**config.mk**
```make
export PLATFORM = sky130hd
export DESIGN_NAME = life_cell_stencil_stream
export DESIGN_NICKNAME = d
export VERILOG_FILES = /design/src/design/lcs_pkg.sv /design/src/design/lcs_rule.sv /design/src/design/life_cell_stencil_stream.sv
export SDC_FILE = /design/constraint.sdc
export NUM_CORES = 1
export LEC_CHECK = 0
export ABC_AREA = 0
export BUFFER_PORTS_ARGS = -buffer_cell sky130_fd_sc_hd__buf_2
export CORE_MARGIN = 1.5
export CORE_UTILIZATION = 35
export DETAILED_ROUTE_END_ITERATION = 6
export SLEW_MARGIN = 20
export SYNTH_ARGS = -nofsm -noshare
export SYNTH_HDL_FRONTEND = slang
export SYNTH_SLANG_ARGS = --single-unit
```
**constraint.sdc**
```tcl
create_clock -name clk -period 12.8 [get_ports clk]
set_input_delay 1.28 -clock clk [delete_from_list [all_inputs] [get_ports clk]]
set_output_delay 1.28 -clock clk [all_outputs]
set_load 0.03 [all_outputs]
```
**src/design/lcs_pkg.sv**
```systemverilog
// Shared constants and types for the life cell stencil stream.
package lcs_pkg;

  localparam int MAX_COLS = 256;
  localparam int MAX_ROWS = 256;
  localparam int COL_W = $clog2(MAX_COLS);
  localparam int SIZE_W = 9;

  typedef logic [2:0][2:0] window_t;

  typedef struct packed {
    logic is_top;
    logic is_bottom;
    logic is_left;
    logic is_right;
  } bound_t;

endpackage

```
**src/design/lcs_rule.sv**
```systemverilog
// Neighbor count with grid border masking and the B3/S23 rule.
module lcs_rule (
  input  lcs_pkg::window_t win,
  input  lcs_pkg::bound_t  bound,
  output logic             next_alive
);

  logic [3:0] cnt;
  logic       use_cell;

  always_comb begin
    cnt = '0;
    use_cell = 1'b0;
    for (int r = 0; r < 3; r++) begin
      for (int c = 0; c < 3; c++) begin
        use_cell = !(r == 1 && c == 1);
        if (r == 0 && bound.is_top) use_cell = 1'b0;
        if (r == 2 && bound.is_bottom) use_cell = 1'b0;
        if (c == 0 && bound.is_left) use_cell = 1'b0;
        if (c == 2 && bound.is_right) use_cell = 1'b0;
        if (use_cell) cnt = cnt + {3'b000, win[r][c]};
      end
    end
  end

  always_comb begin
    if (win[1][1]) begin
      next_alive = (cnt == 4'd2) || (cnt == 4'd3);
    end else begin
      next_alive = (cnt == 4'd3);
    end
  end

endmodule

```
**src/design/life_cell_stencil_stream.sv**
```systemverilog
// Streaming next-generation life stencil with two line stores and a 3x3 window.
// The input beat that completes a window is registered in stage 1 (s1_*); its result beat
// is loaded into the output register when stage 1 moves, which output backpressure can hold.
// Throughput: one input beat per cycle; only output backpressure stalls the input side.
// Reset: grid sizes return to 200, counters, window and valid flags clear.
// The line stores are not cleared; entries never written only reach masked window cells.
module life_cell_stencil_stream (
  input  logic        clk,
  input  logic        rst_n,
  input  logic        in_tvalid,
  output logic        in_tready,
  input  logic [7:0]  in_tdata,   // [0] cell_alive, [7:1] zero
  input  logic [0:0]  in_tuser,   // [0] flush
  output logic        out_tvalid,
  input  logic        out_tready,
  output logic [23:0] out_tdata,  // [0] next_alive, [8:1] out_row, [16:9] out_col, [23:17] zero
  output logic        out_tlast,
  input  logic        cfg_psel,
  input  logic        cfg_penable,
  input  logic        cfg_pwrite,
  input  logic [2:0]  cfg_paddr,
  input  logic [31:0] cfg_pwdata,
  output logic [31:0] cfg_prdata,
  output logic        cfg_pready
);

  localparam logic REG_ROWS = 1'b0;
  localparam logic REG_COLS = 1'b1;
  localparam int SW = lcs_pkg::SIZE_W;
  localparam int CW = lcs_pkg::COL_W;

  logic [SW-1:0] grid_rows_r, grid_cols_r, rows_eff, cols_eff;
  logic          cfg_wr;

  logic [SW-1:0] irow_cnt_r;
  logic [CW-1:0] icol_cnt_r;
  logic [7:0]    orow_cnt_r, ocol_cnt_r;

  logic          in_acc, x_in, emit, last;
  logic [SW-1:0] icol_inc, ocol_inc, orow_inc;
  lcs_pkg::bound_t bound;

  logic upper_mem [lcs_pkg::MAX_COLS];
  logic middle_mem [lcs_pkg::MAX_COLS];

  logic            s1_v_r, s1_x_r, s1_mid_r, s1_up_raw_r, s1_emit_r, s1_last_r;
  logic            up_byp_r, up_byp_val_r, wr_pend_r;
  logic [CW-1:0]   s1_addr_r;
  logic [7:0]      s1_row_r, s1_col_r;
  lcs_pkg::bound_t s1_bound_r;
  logic            s1_up, s1_move, out_ok;

  lcs_pkg::window_t win_r, win_nxt;
  logic             alive_nxt;

  logic       out_valid_r, res_alive_r, res_last_r;
  logic [7:0] res_row_r, res_col_r;

  assign cfg_pready = 1'b1;
  assign cfg_wr = cfg_psel & cfg_penable & cfg_pwrite & cfg_pready;
  assign cfg_prdata = (cfg_paddr[2] == REG_COLS) ? {{(32-SW){1'b0}}, grid_cols_r}
                                                 : {{(32-SW){1'b0}}, grid_rows_r};

  always_ff @(posedge clk) begin
    if (!rst_n) begin
      grid_rows_r <= SW'(200);
      grid_cols_r <= SW'(200);
    end else if (cfg_wr) begin
      unique case (cfg_paddr[2])
        REG_ROWS: grid_rows_r <= cfg_pwdata[SW-1:0];
        REG_COLS: grid_cols_r <= cfg_pwdata[SW-1:0];
        default: ;
      endcase
    end
  end

  assign rows_eff = (grid_rows_r == '0) ? SW'(1) :
                    (grid_rows_r > SW'(lcs_pkg::MAX_ROWS)) ? SW'(lcs_pkg::MAX_ROWS) : grid_rows_r;
  assign cols_eff = (grid_cols_r == '0) ? SW'(1) :
                    (grid_cols_r > SW'(lcs_pkg::MAX_COLS)) ? SW'(lcs_pkg::MAX_COLS) : grid_cols_r;

  assign out_ok    = !out_valid_r || out_tready;
  assign s1_move   = s1_v_r && (!s1_emit_r || out_ok);
  assign in_tready = !s1_v_r || s1_move;
  assign in_acc    = in_tvalid && in_tready;
  assign x_in      = in_tuser[0] ? 1'b0 : in_tdata[0];

  assign icol_inc = SW'(icol_cnt_r) + SW'(1);
  assign ocol_inc = SW'(ocol_cnt_r) + SW'(1);
  assign orow_inc = SW'(orow_cnt_r) + SW'(1);
  assign emit = (irow_cnt_r >= SW'(2)) || ((irow_cnt_r == SW'(1)) && (icol_cnt_r != '0));
  assign bound.is_top    = (orow_cnt_r == '0);
  assign bound.is_bottom = (orow_inc >= rows_eff);
  assign bound.is_left   = (ocol_cnt_r == '0);
  assign bound.is_right  = (ocol_inc >= cols_eff);
  assign last = bound.is_bottom && bound.is_right;

  always_ff @(posedge clk) begin
    if (!rst_n) begin
      irow_cnt_r <= '0;
      icol_cnt_r <= '0;
      orow_cnt_r <= '0;
      ocol_cnt_r <= '0;
    end else if (in_acc) begin
      if (emit && last) begin
        irow_cnt_r <= '0;
        icol_cnt_r <= '0;
        orow_cnt_r <= '0;
        ocol_cnt_r <= '0;
      end else begin
        if (icol_inc >= cols_eff) begin
          icol_cnt_r <= '0;
          irow_cnt_r <= irow_cnt_r + SW'(1);
        end else begin
          icol_cnt_r <= icol_cnt_r + CW'(1);
        end
        if (emit) begin
          if (bound.is_right) begin
            ocol_cnt_r <= '0;
            orow_cnt_r <= orow_cnt_r + 8'd1;
          end else begin
            ocol_cnt_r <= ocol_cnt_r + 8'd1;
          end
        end
      end
    end
  end

  // The upper store takes the old middle value through a delayed write (wr_pend_r), so a read
  // of the same column while that write is pending takes that value from the bypass.
  always_ff @(posedge clk) begin
    if (in_acc) begin
      s1_mid_r    <= middle_mem[icol_cnt_r];
      s1_up_raw_r <= upper_mem[icol_cnt_r];
      middle_mem[icol_cnt_r] <= x_in;
      up_byp_r     <= wr_pend_r && (s1_addr_r == icol_cnt_r);
      up_byp_val_r <= s1_mid_r;
      s1_addr_r  <= icol_cnt_r;
      s1_x_r     <= x_in;
      s1_emit_r  <= emit;
      s1_last_r  <= last;
      s1_bound_r <= bound;
      s1_row_r   <= orow_cnt_r;
      s1_col_r   <= ocol_cnt_r;
    end
    if (wr_pend_r) begin
      upper_mem[s1_addr_r] <= s1_mid_r;
    end
  end

  always_ff @(posedge clk) begin
    if (!rst_n) begin
      s1_v_r    <= 1'b0;
      wr_pend_r <= 1'b0;
    end else begin
      wr_pend_r <= in_acc;
      if (in_acc) begin
        s1_v_r <= 1'b1;
      end else if (s1_move) begin
        s1_v_r <= 1'b0;
      end
    end
  end

  assign s1_up = up_byp_r ? up_byp_val_r : s1_up_raw_r;

  always_comb begin
    for (int r = 0; r < 3; r++) begin
      win_nxt[r][0] = win_r[r][1];
      win_nxt[r][1] = win_r[r][2];
    end
    win_nxt[0][2] = s1_up;
    win_nxt[1][2] = s1_mid_r;
    win_nxt[2][2] = s1_x_r;
  end

  lcs_rule u_rule (
    .win        (win_nxt),
    .bound      (s1_bound_r),
    .next_alive (alive_nxt)
  );

  always_ff @(posedge clk) begin
    if (!rst_n) begin
      win_r       <= '0;
      out_valid_r <= 1'b0;
    end else begin
      if (s1_move) begin
        win_r <= win_nxt;
      end
      if (s1_move && s1_emit_r) begin
        out_valid_r <= 1'b1;
      end else if (out_tready) begin
        out_valid_r <= 1'b0;
      end
    end
  end

  always_ff @(posedge clk) begin
    if (s1_move && s1_emit_r) begin
      res_alive_r <= alive_nxt;
      res_row_r   <= s1_row_r;
      res_col_r   <= s1_col_r;
      res_last_r  <= s1_last_r;
    end
  end

  assign out_tvalid = out_valid_r;
  assign out_tdata  = {7'b0, res_col_r, res_row_r, res_alive_r};
  assign out_tlast  = res_last_r;

`ifndef NO_ASSERTIONS
  a_stall_cause: assert property (@(posedge clk) disable iff (!rst_n)
    !in_tready |-> (s1_v_r && s1_emit_r && out_valid_r && !out_tready))
    else $error("input stalled without a blocked result");

  a_result_loaded: assert property (@(posedge clk) disable iff (!rst_n)
    (s1_move && s1_emit_r) |=> out_valid_r)
    else $error("result beat lost on its way to the output register");

  a_frame_restart: assert property (@(posedge clk) disable iff (!rst_n)
    (in_acc && emit && last) |=>
      (irow_cnt_r == '0 && icol_cnt_r == '0 && orow_cnt_r == '0 && ocol_cnt_r == '0))
    else $error("counters not cleared after the last cell of a generation");
`endif

endmodule
```
==> impl_metrics.env, run 1 <==
export IMPL_placementRows=103
export IMPL_reg2reg_to="res_alive_r"
export IMPL_power_per_cell_area_nw_per_um2=138
export IMPL_start_util_pct=35.6
export IMPL_post_drt_wl_per_cell_um=20.2
export IMPL_place_congestion=0.789
export IMPL_cts_hold_repair_buffers=0
export IMPL_crit_reg2reg_launch="s1_bound_r[1]"
export IMPL_worst_slew_pin_slew_ns=1.16
export IMPL_ys_async_sr_fraction_pct=0
export IMPL_r2r_slack_ns=7.14
export IMPL_antenna_cells_inserted=0
export IMPL_grt_pass1_wl_mm=98.7
export IMPL_ctsResizeCount=0
export IMPL_fp_dieW_um=287
export IMPL_place_hpwl_mm=36.9
export IMPL_synth_enable_flop_cells=565
export IMPL_detail_route_first_pass_iterations=5
export IMPL_pwr_share_clk_pct=41.4
export IMPL_finish_utilization_pct=39.3
export IMPL_share_comb_of_total_power_pct=5.7
export IMPL_die_y_um=287
export IMPL_critical_path_data_required_time_ns=13.27
export IMPL_grt_total_usage_pct=15.6
export IMPL_reported_max_cap_violation_count=0
export IMPL_drt_vias_per_instance=5.30
export IMPL_finalWirelength_mm=64.8
export IMPL_grt_setup_unrepaired="no"
export IMPL_p_int_mw=3.36
export IMPL_final_min_period_over_clock_period_pct=44.3
export IMPL_num_io_pins=111
export IMPL_grt_max_degree=131
export IMPL_hold_path_startpoint="s1_col_r[6]"
export IMPL_critical_path_peak_fanout=10
export IMPL_syn_to_final_growth_pct=10.4
export IMPL_swShare_pct=21.8
export IMPL_clock_fmax_mhz=177
export IMPL_setup_total_neg_slack_ns=0
export IMPL_number_of_levels_the_h_tree_was_split_into=2
export IMPL_cts_setup_buffers=0
export IMPL_cts_tree="done"
export IMPL_wl_met3_mm=5.17
export IMPL_setup_cp_type="reg -> reg"
export IMPL_final_period_minus_worst_setup_slack_ns=5.66
export IMPL_final_layout_size_suffix_gt1_share_pct=14.7
export IMPL_finalMaxSlewViolations=0
export IMPL_terminating_pin_of_the_worst_hold_path="res_col_r[6]"
export IMPL_synth_avg_cell_area_sq_um=13.3
export IMPL_clock_insertion_delay_worst_skew_ns=0.62
export IMPL_finish_stage_setup_viols=0
export IMPL_number_of_buffers_inserted_during_clock_tree_synthesis=59
export IMPL_finClkSkew_ns=0.0220
export IMPL_leakage_power_of_the_design_nw=9.50
export IMPL_cts_root_buffer_cell="clkbuf_16"
export IMPL_gr_total_overflow=0
export IMPL_detail_route_iter0_violations=1785
export IMPL_worstHoldPathCells=0
export IMPL_clk_path_buf_depth=3
export IMPL_run_status="finished, final reports clean"
export IMPL_synth_seq_area_share_pct=64.4
export IMPL_num_nets_final=2206
export IMPL_start_kind="register"
export IMPL_synth_flop_cell="edfxtp_1"
export IMPL_antenna_found_initial=0
export IMPL_hold_viol=0
export IMPL_synth_area_sq_um=28200
export IMPL_die_area_sq_um=82400
export IMPL_route_met2_wl_mm=31.3
export IMPL_routed_via_count=17000
export IMPL_critPathArrivalTime_ns=6.13
export IMPL_synthCells=2126
export IMPL_endpoint_kind="register"
export IMPL_core_sq_um=79400
export IMPL_synth_ff_latch_count=625
export IMPL_met1_length_mm=26.8
export IMPL_relSlewSlack_pct=22.2
export IMPL_number_of_distinct_library_cells_after_synthesis=70
export IMPL_peakVddDrop_mv=0.0907
export IMPL_path_clk_slew_ns=0.06
export IMPL_worst_r2r_path_depth=23
export IMPL_route_antenna_remaining_nets=0
export IMPL_cts_num_sinks=625
export IMPL_remaining_design_rule_violation_count=0
export IMPL_seq_power_share_pct=52.9
export IMPL_placement_io_buffers=47
export IMPL_filler_cell_count=7534
export IMPL_top_layer="met4"
export IMPL_seqCellArea_sq_um=18200
export IMPL_ys_warn_count=0
export IMPL_via_count_of_the_first_global_routing_pass=17000
export IMPL_multi_input_area_sq_um=9260
export IMPL_total_switching_power_mw=0.935
export IMPL_hp_class="reg -> reg"
## power groups by stage
stage / sequential [mW] / combinational (mW) / clock (mW)
2_1_floorplan: 2.32 / 0.193 / 0
3_3_place_gp: 2.32 / 0.242 / 0
3_5_place_dp: 2.32 / 0.248 / 0
4_1_cts: 2.27 / 0.248 / 1.81
5_1_grt: 2.28 / 0.267 / 1.88
6_report: 2.27 / 0.246 / 1.78
## per-layer routing
| metal | GRT usage [%] | vias up |
|---|---|---|
| met4 | 4.43 | 0 |
| met5 | 0 | - |
| met1 | 21.1 | 8575 |
| li1 | - | 7683 |
| met2 | 25.7 | 635 |
| met3 | 2.87 | 98 |
## how the worst max path moves through the flow
stage,startpoint,endpoint,slack (ns),depth (start not counted)
2_1_floorplan,in_tuser,middle_mem[0],3.73,1
3_3_place_gp,s1_bound_r[1],res_alive_r,7.33,23
3_5_place_dp,s1_bound_r[1],res_alive_r,7.18,23
4_1_cts,s1_bound_r[1],res_alive_r,7.13,23
5_1_grt,s1_bound_r[1],res_alive_r,6.71,23
6_report,s1_bound_r[1],res_alive_r,7.14,23
## state kept, by name, indices dropped and copies added, names as in the netlist, 4 cells and up
name,flops
win_nxt,6
s1_addr_r,8
s1_row_r,8
s1_bound_r,4
grid_rows_r,9
middle_mem,256
irow_cnt_r,9
orow_cnt_r,8
grid_cols_r,9
icol_cnt_r,8
s1_col_r,8
res_row_r,8
ocol_cnt_r,8
res_col_r,8
upper_mem,256
## cells in the final DEF, fill, tap and decap left out, types with 4 or more instances in the layout
cell type / n
a21boi_0: 13
a21o_1: 4
a21oi_1: 66
a22oi_1: 67
and2_1: 7
and3_1: 11
buf_2: 47
buf_4: 11
bufinv_16: 7
clkbuf_1: 15
clkbuf_16: 61
clkinv_1: 13
clkinv_2: 15
conb_1: 31
dfxtp_1: 58
edfxtp_1: 565
ha_1: 50
inv_1: 18
mux2_2: 12
mux2i_1: 10
mux4_2: 128
nand2_1: 125
nand2b_1: 16
nand3_1: 44
nand3b_1: 7
nand4_1: 16
nor2_1: 560
nor2b_1: 19
nor3_1: 13
nor4_1: 14
o21ai_0: 13
o21ai_1: 10
or2_2: 5
or3_1: 11
xnor2_1: 22
xor2_1: 13
## kinds of logic after synthesis
kind of cell | Yosys count | synth area share, %
xor+xnor | 36 | 1.17
other cells | 2 | 0.0266
fa+ha+maj | 50 | 2.22
mux | 152 | 11.2
buf+inv | 195 | 3.35
flops | 625 | 64.4
compound gates | 194 | 4.49
simple gates | 872 | 13.2
## per-stage QoR
| step | instance area (sq um) | total power [mW] | setup WS [ns] | hold WS, ns | cells |
|---|---|---|---|---|---|
| global route | 31200 | 4.42 | 6.71 | 0.423 | 3206 |
| global placement | 29200 | 2.56 | 7.33 | 0.408 | 3093 |
| CTS | 31100 | 4.33 | 7.13 | 0.420 | 3205 |
| detailed placement | 29200 | 2.57 | 7.18 | 0.405 | 3093 |
| floorplan | 28300 | 2.52 | 3.73 | 0.400 | 2155 |
| finish | 31200 | 4.30 | 7.14 | 0.419 | 3206 |
## area by class of cell
cell class	instances	share of cell area (%)
flip-flops and latches	625	58.3
well taps	1050	4.22
inverters	22	0.269
repair buffers	62	1.20
clock buffers	77	5.12
multi-input cells	1335	29.7
clock inverters	35	1.14
## synthesized netlist by cell type, types with 3 or more instances
library cell / instances / area, sq um
nand3_1: 44 / 220
ha_1: 50 / 626
or2_2: 5 / 31.3
dfxtp_1: 60 / 1200
a21o_1: 4 / 30.0
o21ai_1: 10 / 50.1
mux4_2: 128 / 2880
a22oi_1: 67 / 503
nor4_1: 14 / 87.6
xnor2_1: 22 / 193
nand4_1: 16 / 100
clkbuf_1: 113 / 424
and2_1: 8 / 50.1
buf_6: 9 / 101
mux2i_1: 10 / 100
buf_2: 9 / 45.0
xor2_1: 13 / 114
nor2_1: 561 / 2110
and3_1: 11 / 68.8
nand2b_1: 16 / 100
buf_4: 36 / 270
a21oi_1: 66 / 330
nor2b_1: 22 / 138
or3_1: 11 / 68.8
inv_1: 18 / 67.6
a21boi_0: 13 / 97.6
buf_1: 6 / 22.5
a22o_1: 3 / 26.3
edfxtp_1: 565 / 17000
nand3b_1: 7 / 52.6
nor3_1: 13 / 65.1
o21ai_0: 13 / 65.1
nand2_1: 125 / 469
mux2_2: 12 / 135
## worst max-delay path: stages (launching register included)
cell and delay, ns:
edfxtp_1 0.54, nor3b_1 0.28, ha_1 0.29, nor2b_1 0.14, ha_1 0.23, and2b_1 0.18, mux2_4 0.32, ha_1 0.29
nand2b_1 0.09, a21bo_1 0.22, ha_1 0.27, nor2_1 0.04, a31oi_1 0.31, ha_1 0.30, mux2_2 0.29, ha_1 0.23
nand2b_1 0.16, or2_2 0.27, a21oi_1 0.15, a21oi_1 0.06, o22a_1 0.20, xnor2_1 0.15, or3_1 0.35, a21oi_1 0.15
Note: power is estimated with default switching activity, not from simulation.
==> run 2, diff against run 1 <==
==> constraint.sdc (replaced) <==
create_clock -name clk -period 5.8 [get_ports clk]
set_input_delay 0.58 -clock clk [delete_from_list [all_inputs] [get_ports clk]]
set_output_delay 0.58 -clock clk [all_outputs]
set_load 0.03 [all_outputs]
==> impl_metrics.env, run 2 (synthesis results as in run 1) <==
export IMPL_run_status="finished, final reports clean"
export IMPL_clock_fmax_mhz=184
export IMPL_die_area_sq_um=82400
export IMPL_syn_to_final_growth_pct=11.6
export IMPL_grt_setup_unrepaired="no"
export IMPL_clock_insertion_delay_worst_skew_ns=0.61
export IMPL_final_min_period_over_clock_period_pct=93.5
export IMPL_post_drt_wl_per_cell_um=20.4
export IMPL_power_per_cell_area_nw_per_um2=310
export IMPL_global_route_peak_usage_layer="met2"
export IMPL_final_period_minus_worst_setup_slack_ns=5.42
export IMPL_gr_total_overflow=0
export IMPL_number_of_buffers_inserted_during_clock_tree_synthesis=67
export IMPL_finClkSkew_ns=0.0351
export IMPL_share_comb_of_total_power_pct=5.7
export IMPL_placementRows=103
export IMPL_finalMaxSlewViolations=0
export IMPL_total_switching_power_mw=2.19
export IMPL_placement_io_buffers=47
export IMPL_fp_dieW_um=287
export IMPL_p_int_mw=7.57
export IMPL_layout_cells_non_filler=3225
export IMPL_num_io_pins=111
export IMPL_detail_route_first_pass_iterations=6
export IMPL_antenna_found_initial=0
export IMPL_placement_setup_worst_slack_ns=0.387
export IMPL_hp_class="in -> reg"
export IMPL_overall_power_after_layout_mw=9.76
export IMPL_start_kind="register"
export IMPL_route_antenna_remaining_nets=0
export IMPL_path_clk_slew_ns=0.06
export IMPL_number_of_levels_the_h_tree_was_split_into=3
export IMPL_finalWirelength_mm=65.9
export IMPL_num_nets_final=2223
export IMPL_reg_largest_list="middle_mem (256), upper_mem (256)"
export IMPL_drt_vias_per_instance=5.31
export IMPL_gr_usage_met1_pct=20.5
export IMPL_cts_hold_repair_buffers=0
export IMPL_cts_tree="done"
export IMPL_swShare_pct=22.4
export IMPL_r2r_slack_ns=0.38
export IMPL_most_common_cell_after_layout_fill_and_taps_aside="edfxtp_1"
export IMPL_worst_slew_pin_slew_ns=1.11
export IMPL_critical_path_data_required_time_ns=6.26
export IMPL_endpoint_kind="register"
export IMPL_final_cell_mix="565 x edfxtp_1, 560 x nor2_1, 128 x mux4_2, 125 x nand2_1, 69 x clkbuf_16"
export IMPL_antenna_cells_inserted=0
export IMPL_worst_slack_ns=0.377
export IMPL_numPlacedInstances=3103
export IMPL_groute_layer_met2_usage_pct=27.4
export IMPL_pwr_share_clk_pct=42.8
export IMPL_cts_num_sinks=625
export IMPL_hold_viol=0
export IMPL_ctsResizeCount=0
export IMPL_place_congestion=0.769
export IMPL_reported_max_cap_violation_count=0
export IMPL_grt_max_degree=259
export IMPL_start_util_pct=35.6
export IMPL_cts_root_buffer_cell="clkbuf_16"
export IMPL_grt_total_usage_pct=15.9
export IMPL_clk_path_buf_depth=3
export IMPL_groute_layer_met3_usage_pct=2.80
export IMPL_peakVddDrop_mv=0.227
export IMPL_grt_pass1_wl_mm=100
export IMPL_die_y_um=287
export IMPL_finish_stage_setup_viols=0
export IMPL_place_hpwl_mm=38.5
export IMPL_leakage_power_of_the_design_nw=9.64
export IMPL_setup_cp_type="reg -> reg"
export IMPL_core_sq_um=79400
export IMPL_cts_setup_buffers=0
export IMPL_remaining_design_rule_violation_count=0
export IMPL_final_layout_size_suffix_gt1_share_pct=15.9
export IMPL_relSlewSlack_pct=26.0
export IMPL_critPathArrivalTime_ns=5.88
export IMPL_critical_path_peak_fanout=10
export IMPL_seq_power_share_pct=51.5
export IMPL_routed_via_count=17100
export IMPL_detail_route_iter0_violations=1618
export IMPL_via_count_of_the_first_global_routing_pass=17300
==> run 2: changes by cell type in the layout (fill, tap and decap cells not counted), moves of 4 or more <==
cell       change
clkbuf_1       -4
buf_4          +9
clkbuf_16      +8
ha_1           -4
==> run 2: path summary, 6_finish.rpt <==
path,startpoint,end,depth (start not counted)
worst min-delay path,cfg_pwdata[0],grid_cols_r[0],3
worst max register to register,s1_bound_r[1],res_alive_r,23
worst max-delay path,s1_bound_r[1],res_alive_r,23
worst min register to register,s1_row_r[1],res_row_r[1],0
==> run 2: power groups by stage <==
stage / Sequential (mW) / Clock, mW / Combinational [mW]
finish: 5.02 / 4.18 / 0.560
global route: 5.02 / 4.41 / 0.605
CTS: 5.02 / 4.25 / 0.565
detailed placement: 5.12 / 0 / 0.564
global placement: 5.12 / 0 / 0.552
floorplan: 5.12 / 0 / 0.428
==> run 2: through the flow <==
stage	area [sq um]	setup TNS (ns)	utilization, %	hold WS (ns)
floorplan	28400	-0.512	-	0.400
global placement	29400	0	37.0	0.404
detailed placement	29400	0	37.0	0.406
CTS	31500	0	39.7	0.213
global route	31500	0	39.7	0.229
finish	31500	0	39.7	0.236
==> run 2: layout make-up <==
cell class,instances,area [sq um]
tap,1050,1310
timing repair buffer,71,465
clock buffer,81,1780
clock inverter,41,348
sequential,625,18200
fill,7472,47900
inverter,22,82.6
multi-input combinational,1335,9330
==> run 2: critical path: stages, from the launching register on <==
cell,delay (ns)
edfxtp_1,0.55
nor3b_1,0.27
ha_1,0.28
nor2b_1,0.14
ha_1,0.23
and2b_1,0.19
mux2_4,0.31
ha_1,0.29
nand2b_1,0.11
a21bo_1,0.23
ha_1,0.29
nor2_1,0.06
a31oi_2,0.32
ha_4,0.26
mux2_4,0.27
ha_4,0.16
nand2b_4,0.13
or2_4,0.22
a21oi_2,0.12
a21oi_1,0.05
o22a_1,0.18
xnor2_1,0.15
or3_1,0.33
a21oi_1,0.16
==> run 2: layer usage <==
layer / share of wire (%) / wire length (um)
met1: 41 / 27200
met2: 50 / 32700
met3: 6.5 / 4270
met4: 2.6 / 1700
met5: 0 / 0
